`config.mk`:
```
export PLATFORM = sky130hd
export DESIGN_NAME = merkle_branch_verifier_top
export DESIGN_NICKNAME = d
export VERILOG_FILES = /design/src/sv/mbv_pkg.sv /design/src/sv/merkle_branch_verifier_top.sv
export SDC_FILE = /design/constraint.sdc
export NUM_CORES = 2
export LEC_CHECK = 0
export BUFFER_PORTS_ARGS = -buffer_cell sky130_fd_sc_hd__buf_2
export CELL_PAD_IN_SITES_DETAIL_PLACEMENT = 1
export CELL_PAD_IN_SITES_GLOBAL_PLACEMENT = 1
export CORE_MARGIN = 3
export CORE_UTILIZATION = 44
export DETAILED_ROUTE_END_ITERATION = 10
export PLACE_DENSITY_LB_ADDON = 0.15
export SYNTH_ARGS = -nofsm -noshare
export SYNTH_HDL_FRONTEND = slang
export SYNTH_SLANG_ARGS = --single-unit
```
`constraint.sdc`:
```
create_clock -name i_clk -period 37.7 [get_ports i_clk]
set_input_delay 5.655 -clock i_clk [delete_from_list [all_inputs] [get_ports i_clk]]
set_output_delay 5.655 -clock i_clk [all_outputs]
set_load 0.03 [all_outputs]
```
`src/sv/mbv_pkg.sv`:
```
`default_nettype none
package mbv_pkg;
    localparam int unsigned MaxDepth = 32;
    localparam int unsigned LvlW = 6;

    typedef logic [31:0] t_word;

    localparam logic [2047:0] RoundK = {
        32'h428a2f98, 32'h71374491, 32'hb5c0fbcf, 32'he9b5dba5,
        32'h3956c25b, 32'h59f111f1, 32'h923f82a4, 32'hab1c5ed5,
        32'hd807aa98, 32'h12835b01, 32'h243185be, 32'h550c7dc3,
        32'h72be5d74, 32'h80deb1fe, 32'h9bdc06a7, 32'hc19bf174,
        32'he49b69c1, 32'hefbe4786, 32'h0fc19dc6, 32'h240ca1cc,
        32'h2de92c6f, 32'h4a7484aa, 32'h5cb0a9dc, 32'h76f988da,
        32'h983e5152, 32'ha831c66d, 32'hb00327c8, 32'hbf597fc7,
        32'hc6e00bf3, 32'hd5a79147, 32'h06ca6351, 32'h14292967,
        32'h27b70a85, 32'h2e1b2138, 32'h4d2c6dfc, 32'h53380d13,
        32'h650a7354, 32'h766a0abb, 32'h81c2c92e, 32'h92722c85,
        32'ha2bfe8a1, 32'ha81a664b, 32'hc24b8b70, 32'hc76c51a3,
        32'hd192e819, 32'hd6990624, 32'hf40e3585, 32'h106aa070,
        32'h19a4c116, 32'h1e376c08, 32'h2748774c, 32'h34b0bcb5,
        32'h391c0cb3, 32'h4ed8aa4a, 32'h5b9cca4f, 32'h682e6ff3,
        32'h748f82ee, 32'h78a5636f, 32'h84c87814, 32'h8cc70208,
        32'h90befffa, 32'ha4506ceb, 32'hbef9a3f7, 32'hc67178f2
    };

    localparam logic [255:0] InitH = {
        32'h6a09e667, 32'hbb67ae85, 32'h3c6ef372, 32'ha54ff53a,
        32'h510e527f, 32'h9b05688c, 32'h1f83d9ab, 32'h5be0cd19
    };

    function automatic t_word round_const(input logic [5:0] idx);
        round_const = RoundK[2047 - 32 * idx -: 32];
    endfunction

    function automatic t_word rotr(input t_word x, input int unsigned n);
        rotr = (x >> n) | (x << (32 - n));
    endfunction
endpackage
`default_nettype wire

```
`src/sv/merkle_branch_verifier_top.sv`:
```
// Merkle branch verifier, double SHA-256 over raw digest bytes.
// Input channel: i_valid/o_ready with opcode, four hash words, sibling_present
// and current_on_left. Opcode 0 loads the leaf hash and clears the level count;
// opcode 1 climbs one level: the running hash and the sibling (or the running
// hash itself when the sibling is absent) form a 64-byte message that is
// hashed twice, and the digest becomes the running hash.
// Output channel: o_valid/i_ready with the running hash and the level count,
// which stops at 32. One result per item.
// A load passes through ST_LOAD to ST_OUT before its result is offered. A climb
// runs three SHA-256 compressions on one shared round unit, 64 rounds and one
// feed-forward step each, then offers its result in ST_OUT. o_ready returns in
// the cycle after the result is taken. The round unit does one round per cycle.
// One item is in work at a time; o_ready is low until the result has been
// taken. A stalled receiver holds the result and the block waits.
// Reset clears the running hash and the level count to zero.
`default_nettype none
module merkle_branch_verifier_top
    import mbv_pkg::*;
(
    input  wire logic        i_clk,
    input  wire logic        i_rst_n,
    input  wire logic        i_valid,
    output logic             o_ready,
    input  wire logic        i_opcode,
    input  wire logic [63:0] i_hash_word0,
    input  wire logic [63:0] i_hash_word1,
    input  wire logic [63:0] i_hash_word2,
    input  wire logic [63:0] i_hash_word3,
    input  wire logic        i_sibling_present,
    input  wire logic        i_current_on_left,
    output logic             o_valid,
    input  wire logic        i_ready,
    output logic [63:0]      o_root_word0,
    output logic [63:0]      o_root_word1,
    output logic [63:0]      o_root_word2,
    output logic [63:0]      o_root_word3,
    output logic [LvlW-1:0]  o_level_count
);
    typedef enum logic [4:0] {
        ST_IDLE  = 5'b00001,
        ST_LOAD  = 5'b00010,
        ST_ROUND = 5'b00100,
        ST_FEED  = 5'b01000,
        ST_OUT   = 5'b10000
    } t_state;

    t_state r_state, n_state;
    logic [255:0] r_hash, n_hash;
    logic [LvlW-1:0] r_lvl, n_lvl;
    logic [511:0] r_w, n_w;
    logic [255:0] r_st, n_st;
    logic [255:0] r_abc, n_abc;
    logic [6:0] r_rnd, n_rnd;
    logic [1:0] r_pass, n_pass;

    t_word a, b, c, d, e, f, g, h, t1, t2, s0, s1, wnew;
    t_word w1, w14, w9, w0;
    logic [255:0] sum_st;
    logic [255:0] in_hash;

    assign in_hash = {i_hash_word0, i_hash_word1, i_hash_word2, i_hash_word3};
    assign o_ready = (r_state == ST_IDLE);
    assign o_valid = (r_state == ST_OUT);
    assign o_root_word0 = r_hash[255:192];
    assign o_root_word1 = r_hash[191:128];
    assign o_root_word2 = r_hash[127:64];
    assign o_root_word3 = r_hash[63:0];
    assign o_level_count = r_lvl;

    always_comb begin
        {a, b, c, d, e, f, g, h} = r_abc;
        w0  = r_w[511:480];
        w1  = r_w[479:448];
        w9  = r_w[223:192];
        w14 = r_w[63:32];
        s0 = rotr(w1, 7) ^ rotr(w1, 18) ^ (w1 >> 3);
        s1 = rotr(w14, 17) ^ rotr(w14, 19) ^ (w14 >> 10);
        wnew = w0 + s0 + w9 + s1;
        t1 = h + (rotr(e, 6) ^ rotr(e, 11) ^ rotr(e, 25)) + ((e & f) ^ (~e & g))
            + round_const(r_rnd[5:0]) + w0;
        t2 = (rotr(a, 2) ^ rotr(a, 13) ^ rotr(a, 22)) + ((a & b) ^ (a & c) ^ (b & c));
        for (int k = 0; k < 8; k++) begin
            sum_st[255 - 32 * k -: 32] = r_st[255 - 32 * k -: 32] + r_abc[255 - 32 * k -: 32];
        end
    end

    always_comb begin
        n_state = r_state;
        n_hash  = r_hash;
        n_lvl   = r_lvl;
        n_w     = r_w;
        n_st    = r_st;
        n_abc   = r_abc;
        n_rnd   = r_rnd;
        n_pass  = r_pass;
        case (r_state)
            ST_IDLE: begin
                if (i_valid) begin
                    if (!i_opcode) begin
                        n_hash  = in_hash;
                        n_lvl   = '0;
                        n_state = ST_LOAD;
                    end else begin
                        if (!i_sibling_present) begin
                            n_w = {r_hash, r_hash};
                        end else if (i_current_on_left) begin
                            n_w = {r_hash, in_hash};
                        end else begin
                            n_w = {in_hash, r_hash};
                        end
                        n_st    = InitH;
                        n_abc   = InitH;
                        n_rnd   = '0;
                        n_pass  = '0;
                        n_state = ST_ROUND;
                    end
                end
            end
            ST_LOAD: begin
                n_state = ST_OUT;
            end
            ST_ROUND: begin
                n_abc = {t1 + t2, a, b, c, d + t1, e, f, g};
                n_w   = {r_w[479:0], wnew};
                n_rnd = r_rnd + 7'd1;
                if (r_rnd == 7'd63) begin
                    n_state = ST_FEED;
                end
            end
            ST_FEED: begin
                n_rnd = '0;
                case (r_pass)
                    2'd0: begin
                        n_st    = sum_st;
                        n_abc   = sum_st;
                        n_w     = {32'h80000000, 448'd0, 32'd512};
                        n_pass  = 2'd1;
                        n_state = ST_ROUND;
                    end
                    2'd1: begin
                        n_st    = InitH;
                        n_abc   = InitH;
                        n_w     = {sum_st, 32'h80000000, 192'd0, 32'd256};
                        n_pass  = 2'd2;
                        n_state = ST_ROUND;
                    end
                    default: begin
                        n_hash  = sum_st;
                        if (r_lvl < LvlW'(MaxDepth)) begin
                            n_lvl = r_lvl + 1'b1;
                        end
                        n_state = ST_OUT;
                    end
                endcase
            end
            ST_OUT: begin
                if (i_ready) begin
                    n_state = ST_IDLE;
                end
            end
            default: n_state = ST_IDLE;
        endcase
    end

    always_ff @(posedge i_clk) begin
        if (!i_rst_n) begin
            r_state <= ST_IDLE;
            r_hash  <= '0;
            r_lvl   <= '0;
            r_rnd   <= '0;
            r_pass  <= '0;
        end else begin
            r_state <= n_state;
            r_hash  <= n_hash;
            r_lvl   <= n_lvl;
            r_rnd   <= n_rnd;
            r_pass  <= n_pass;
        end
        r_w   <= n_w;
        r_st  <= n_st;
        r_abc <= n_abc;
    end
endmodule
`default_nettype wire
```
======== After elaboration in Yosys (flattened, before gate mapping) ========
Index checks and enable logic that the tools add are counted.
cells by class
  add/subtract/negate cells ............... 21
  $lt $le $gt $ge ......................... 1
  eq/ne operators ......................... 15
  shift-type cells ........................ 1
  mux-type cells .......................... 33
  bitwise logic cells ..................... 27
  reductions and logical operators ........ 10
operators by type and width
  kind                                                                              count
  2079-bit by 33-bit indexed part select with 32-bit output (first input constant)  1
  512-bit 2-to-1 mux                                                                4
  256-bit case mux with 2 select lines                                              3
  512-bit case mux with 3 select lines                                              1
  256-bit 2-to-1 mux                                                                5
  512-bit case mux with 2 select lines                                              1
  256-bit case mux with 3 select lines                                              1
  32-bit adder                                                                      18
  32-bit XOR                                                                        9
  32-bit AND                                                                        5
  32-bit NOT                                                                        1
  10-bit by 32-bit OR with 32-bit output                                            1
  13-bit by 32-bit OR with 32-bit output                                            1
  14-bit by 32-bit OR with 32-bit output                                            1
  15-bit by 32-bit OR with 32-bit output                                            1
  19-bit by 32-bit OR with 32-bit output                                            1
  21-bit by 32-bit OR with 32-bit output                                            1
  25-bit by 32-bit OR with 32-bit output                                            1
  26-bit by 32-bit OR with 32-bit output                                            1
  30-bit by 32-bit OR with 32-bit output                                            1
  7-bit by 32-bit OR with 32-bit output                                             1
  32-bit by 22-bit XOR with 32-bit output                                           1
  32-bit by 29-bit XOR with 32-bit output                                           1
  5-bit case mux with 5 select lines                                                1
  other kinds (29)                                                                  46
storage, ports and cells
  register bits after elaboration ......... 1300
  input bits .............................. 263
  output and inout bits ................... 264
  logic and storage cells ................. 116

======== Longest topological paths before layout ========
  depth after elaboration ................. 9
  depth in mapped cells ................... 37
  depth with buffers taken out ............ 35

======== Worst setup path after synthesis ========
OpenSTA, ideal clock, no wires.
  path type ............................... input to register
  start point ............................. in i_valid
  end point ............................... reg r_abc[0], enable pin
  setup time .............................. 1.919 ns
  arrival ................................. 37.683 ns
  required time ........................... 35.781 ns
  setup slack ............................. -1.902 ns
  stages .................................. 3
  path buffers ............................ 0
  cells stage by stage .................... a21oi_1 -> a21o_1 -> nor2_1
between the ends
  cells in the longest elaborated chain, start to end .. 2
ends and longest elaborated chain
  what                                  line                               RTL
  start: declaration                    merkle_branch_verifier_top.sv:22   input wire logic i_valid,
  2-bit != test (no source line)        -
  4-bit AND reduction (no source line)  -
  end signal: assignment                merkle_branch_verifier_top.sv:181  r_abc <= n_abc;
  end: declaration                      merkle_branch_verifier_top.sv:52   logic [255:0] r_abc, n_abc;
Every way passes these cells.
A chain may end at the register's enable or synchronous reset.

======== Final worst setup path ========
  start point ............................. in i_valid
  end point ............................... reg r_w[361], enable pin
between the ends
  cells in the longest elaborated chain, start to end .. 2
ends and longest elaborated chain
  what                                  line                               RTL
  2-bit != test (no source line)        -
  4-bit AND reduction (no source line)  -
  end signal: assignment                merkle_branch_verifier_top.sv:179  r_w <= n_w;
  end: declaration                      merkle_branch_verifier_top.sv:50   logic [511:0] r_w, n_w;
Every way passes these cells.

==> flow_metrics.tcl <==
set metrics [dict create \
    outcome "complete, but fails checks" \
    violations "capacitance limit, slew limit" \
    tightest_slew_ns 1.65 \
    setup-violations-final 0 \
    fin_crit_sh_pct 27.4 \
    final_cell_mix "1371 x nand2_1, 1252 x a21oi_1, 1024 x edfxtp_1" \
    antenna_left 0 \
    reg2reg_to "r_abc[255]" \
    rsz0062_at_grt "no" \
    design.core.area_um2 194000 \
    grt-ovfl-total 0 \
    place_congestion 1.05 \
    post-cts-setup-buffers 0 \
    initial_core_util_pct 44.6 \
    path_class "input port to flop" \
    holdPathEnd "r_hash[130]" \
    fin_hold_ws_ns 0.501 \
    vias 81700 \
    final_hold_viol_count 0 \
    cp_max_fo 75 \
    rows 161 \
    firstDrtPassIters 8 \
    r2r-start "r_rnd[0]" \
    grt_max_degree 176 \
    hp-start "r_hash[130]" \
    synth_top_area_cell "edfxtp_1" \
    totalNegativeSetupSlack_ns 0 \
    fillCellCount 22200 \
    grt_pass1_wl_um 630000 \
    ys_types 94 \
    cp-start-kind "input port" \
    dp_hpwl_um 346000 \
    drt_iter0_drc 10800 \
    synth_fp_nets 10200 \
    fmax_ghz 0.0969 \
    skew_ns 0.0704 \
    synth.top_cell.area_share_pct 35.6 \
    ys_warn_count 0 \
    synth.cell_area_um2 86400 \
    io_pins 527 \
    final_common_cell "nand2_1" \
    htreeDepth 4 \
    drive_gt1_share_pct 10.3 \
    synthTopCellsByArea "edfxtp_1 36%, a21oi_1 7.3%, dfxtp_1 6.4%" \
    ys_seq_area_share_pct 42.0 \
    vias_per_cell 6.60 \
    cts_tree "yes" \
    r2r.worst_path.cells 34 \
    maxSlewViolCount 4 \
    hp-class "flop to flop" \
    cts-resized-gates 0 \
    path_clk_slew_ns 0.06 \
    finalNetCount 10500 \
    async_reset_ff_share_pct 0 \
    io_buffers 526 \
    die_w_um 449 \
    synth_edf_count 1024 \
    min_path_cells 2 \
    syn_to_final_growth_pct 11.9 \
    insertion_delay_ns 0.87 \
    grt_pass1_vias 79400 \
    cts.path.max_buffers 3 \
    cts_root_buffer "clkbuf_16" \
    cp.arrival_ns 10.78 \
    critPathRequiredTime_ns 38.16 \
    drt_wl_total_um 460000 \
    grt_util_all_layers_pct 44.1 \
    drv_cap 1 \
    max-slew-margin-rel_pct -10.8 \
    drc 0 \
    chipHeight_um 449 \
    syn_inst 9388 \
    avgSynthCellArea_um2 9.20 \
    synth_ff_type "edfxtp_1" \
    cts_inserted_buffers 155 \
    grt_antenna_before_repair 60 \
    hold_buffers 0 \
    fin_crit_ns 10.32 \
    wl_per_cell_um 37.2 \
    synth-seq-cells 1300 \
    cts.sinks 1300 \
    crit_path_end_kind "flop" \
    fp.dieArea_um2 202000 \
    r2r_setup_slack_ns 27.57 \
]
cell usage after synthesis, types with 14 or more instances:
cell / count
o31ai_1: 25
mux2i_1: 283
o21ai_1: 17
nor3_1: 87
a221o_1: 85
xor2_1: 219
fa_1: 196
a211oi_1: 60
clkbuf_1: 532
mux2_2: 28
o211ai_1: 76
o21a_1: 61
or2_2: 15
o21ai_0: 910
a21oi_1: 1252
o22ai_1: 90
and2_1: 37
inv_1: 464
nand4_1: 35
and3_1: 43
or3_1: 41
nor2b_1: 52
nand2_1: 1378
nor2_1: 416
nand3b_1: 19
dfxtp_1: 276
ha_1: 388
o211a_1: 14
nor4_1: 16
buf_1: 71
a211o_1: 25
a311oi_1: 31
nand2b_1: 59
xnor2_1: 335
o21bai_1: 56
edfxtp_1: 1024
a21o_1: 261
a21boi_0: 14
a31oi_1: 73
nand3_1: 120
layout make-up:
cell class | count | area [µm²] | area share [%]
Clock inverter | 83 | 1040 | 1.08
Tap cell | 2608 | 3260 | 3.38
Sequential cell | 1300 | 36300 | 37.5
Timing Repair Buffer | 674 | 3870 | 4.01
Clock buffer | 207 | 4140 | 4.29
Antenna cell | 29 | 72.6 | 0.0751
Multi-Input combinational cell | 7015 | 46200 | 47.8
Inverter | 467 | 1750 | 1.81
state kept, by name, summed over array words and instances (netlist names):
name / cells
o_level_count: 6
r_abc: 256
r_hash: 256
r_pass: 2
r_rnd: 7
r_st: 256
r_state: 5
r_w: 512
logic make-up (layout without fill, tap and decap cells):
kind of cell	after synthesis	after routing	synth area share, %
adder cells (fa/ha/maj)	586	586	10.2
flip-flops	1300	1300	42.0
AND/OR/NAND/NOR	2361	2361	11.7
multiplexers	316	316	3.78
XOR/XNOR	556	556	5.67
other	0	29	0
AO/OA/AOI/OAI	3196	3196	22.0
buffers and inverters	1073	1431	4.67
critical path, cell delays in order:
cell and delay [ns]:
buf_2 0.11, a21oi_1 0.20, a21o_1 0.47, nor2_4 0.67, buf_4 0.81, buf_4 0.77
buf_4 0.93, buf_4 0.95
per-stage QoR:
step / area [µm²] / setup WS, ns / std cells / util, %
4_1_cts: 96600 / 27.61 / 12400 / 49.8
6_report: 96600 / 27.38 / 12400 / 49.9
3_3_place_gp: 91400 / 26.79 / 12100 / 47.2
2_1_floorplan: 86400 / 11.16 / 9388 / -
5_1_grt: 96600 / 26.88 / 12400 / 49.9
3_5_place_dp: 91400 / 26.67 / 12100 / 47.2
how the worst max path moves through the flow:
| stage | depth (start not counted) | slack [ns] | startpoint | end |
|---|---|---|---|---|
| floorplan | 3 | 11.16 | i_valid | r_abc[0] |
| global placement | 8 | 26.79 | i_opcode | r_w[362] |
| detailed placement | 8 | 26.67 | i_opcode | r_w[362] |
| CTS | 8 | 27.61 | i_opcode | r_w[348] |
| global route | 34 | 26.88 | r_rnd[0] | r_abc[255] |
| finish | 8 | 27.38 | i_valid | r_w[361] |
routing by layer:
metal	part of all wire [%]	global-route usage [%]	vias up
met5	0.033	0	-
met4	12	42.2	20
met3	10	8.93	1245
met2	42	63.8	5009
met1	36	54.5	41200
li1	-	-	34200
Power is left out: the tool's default activity adds up to more than one toggle a clock period on the data nets, which glitch-free logic cannot reach.
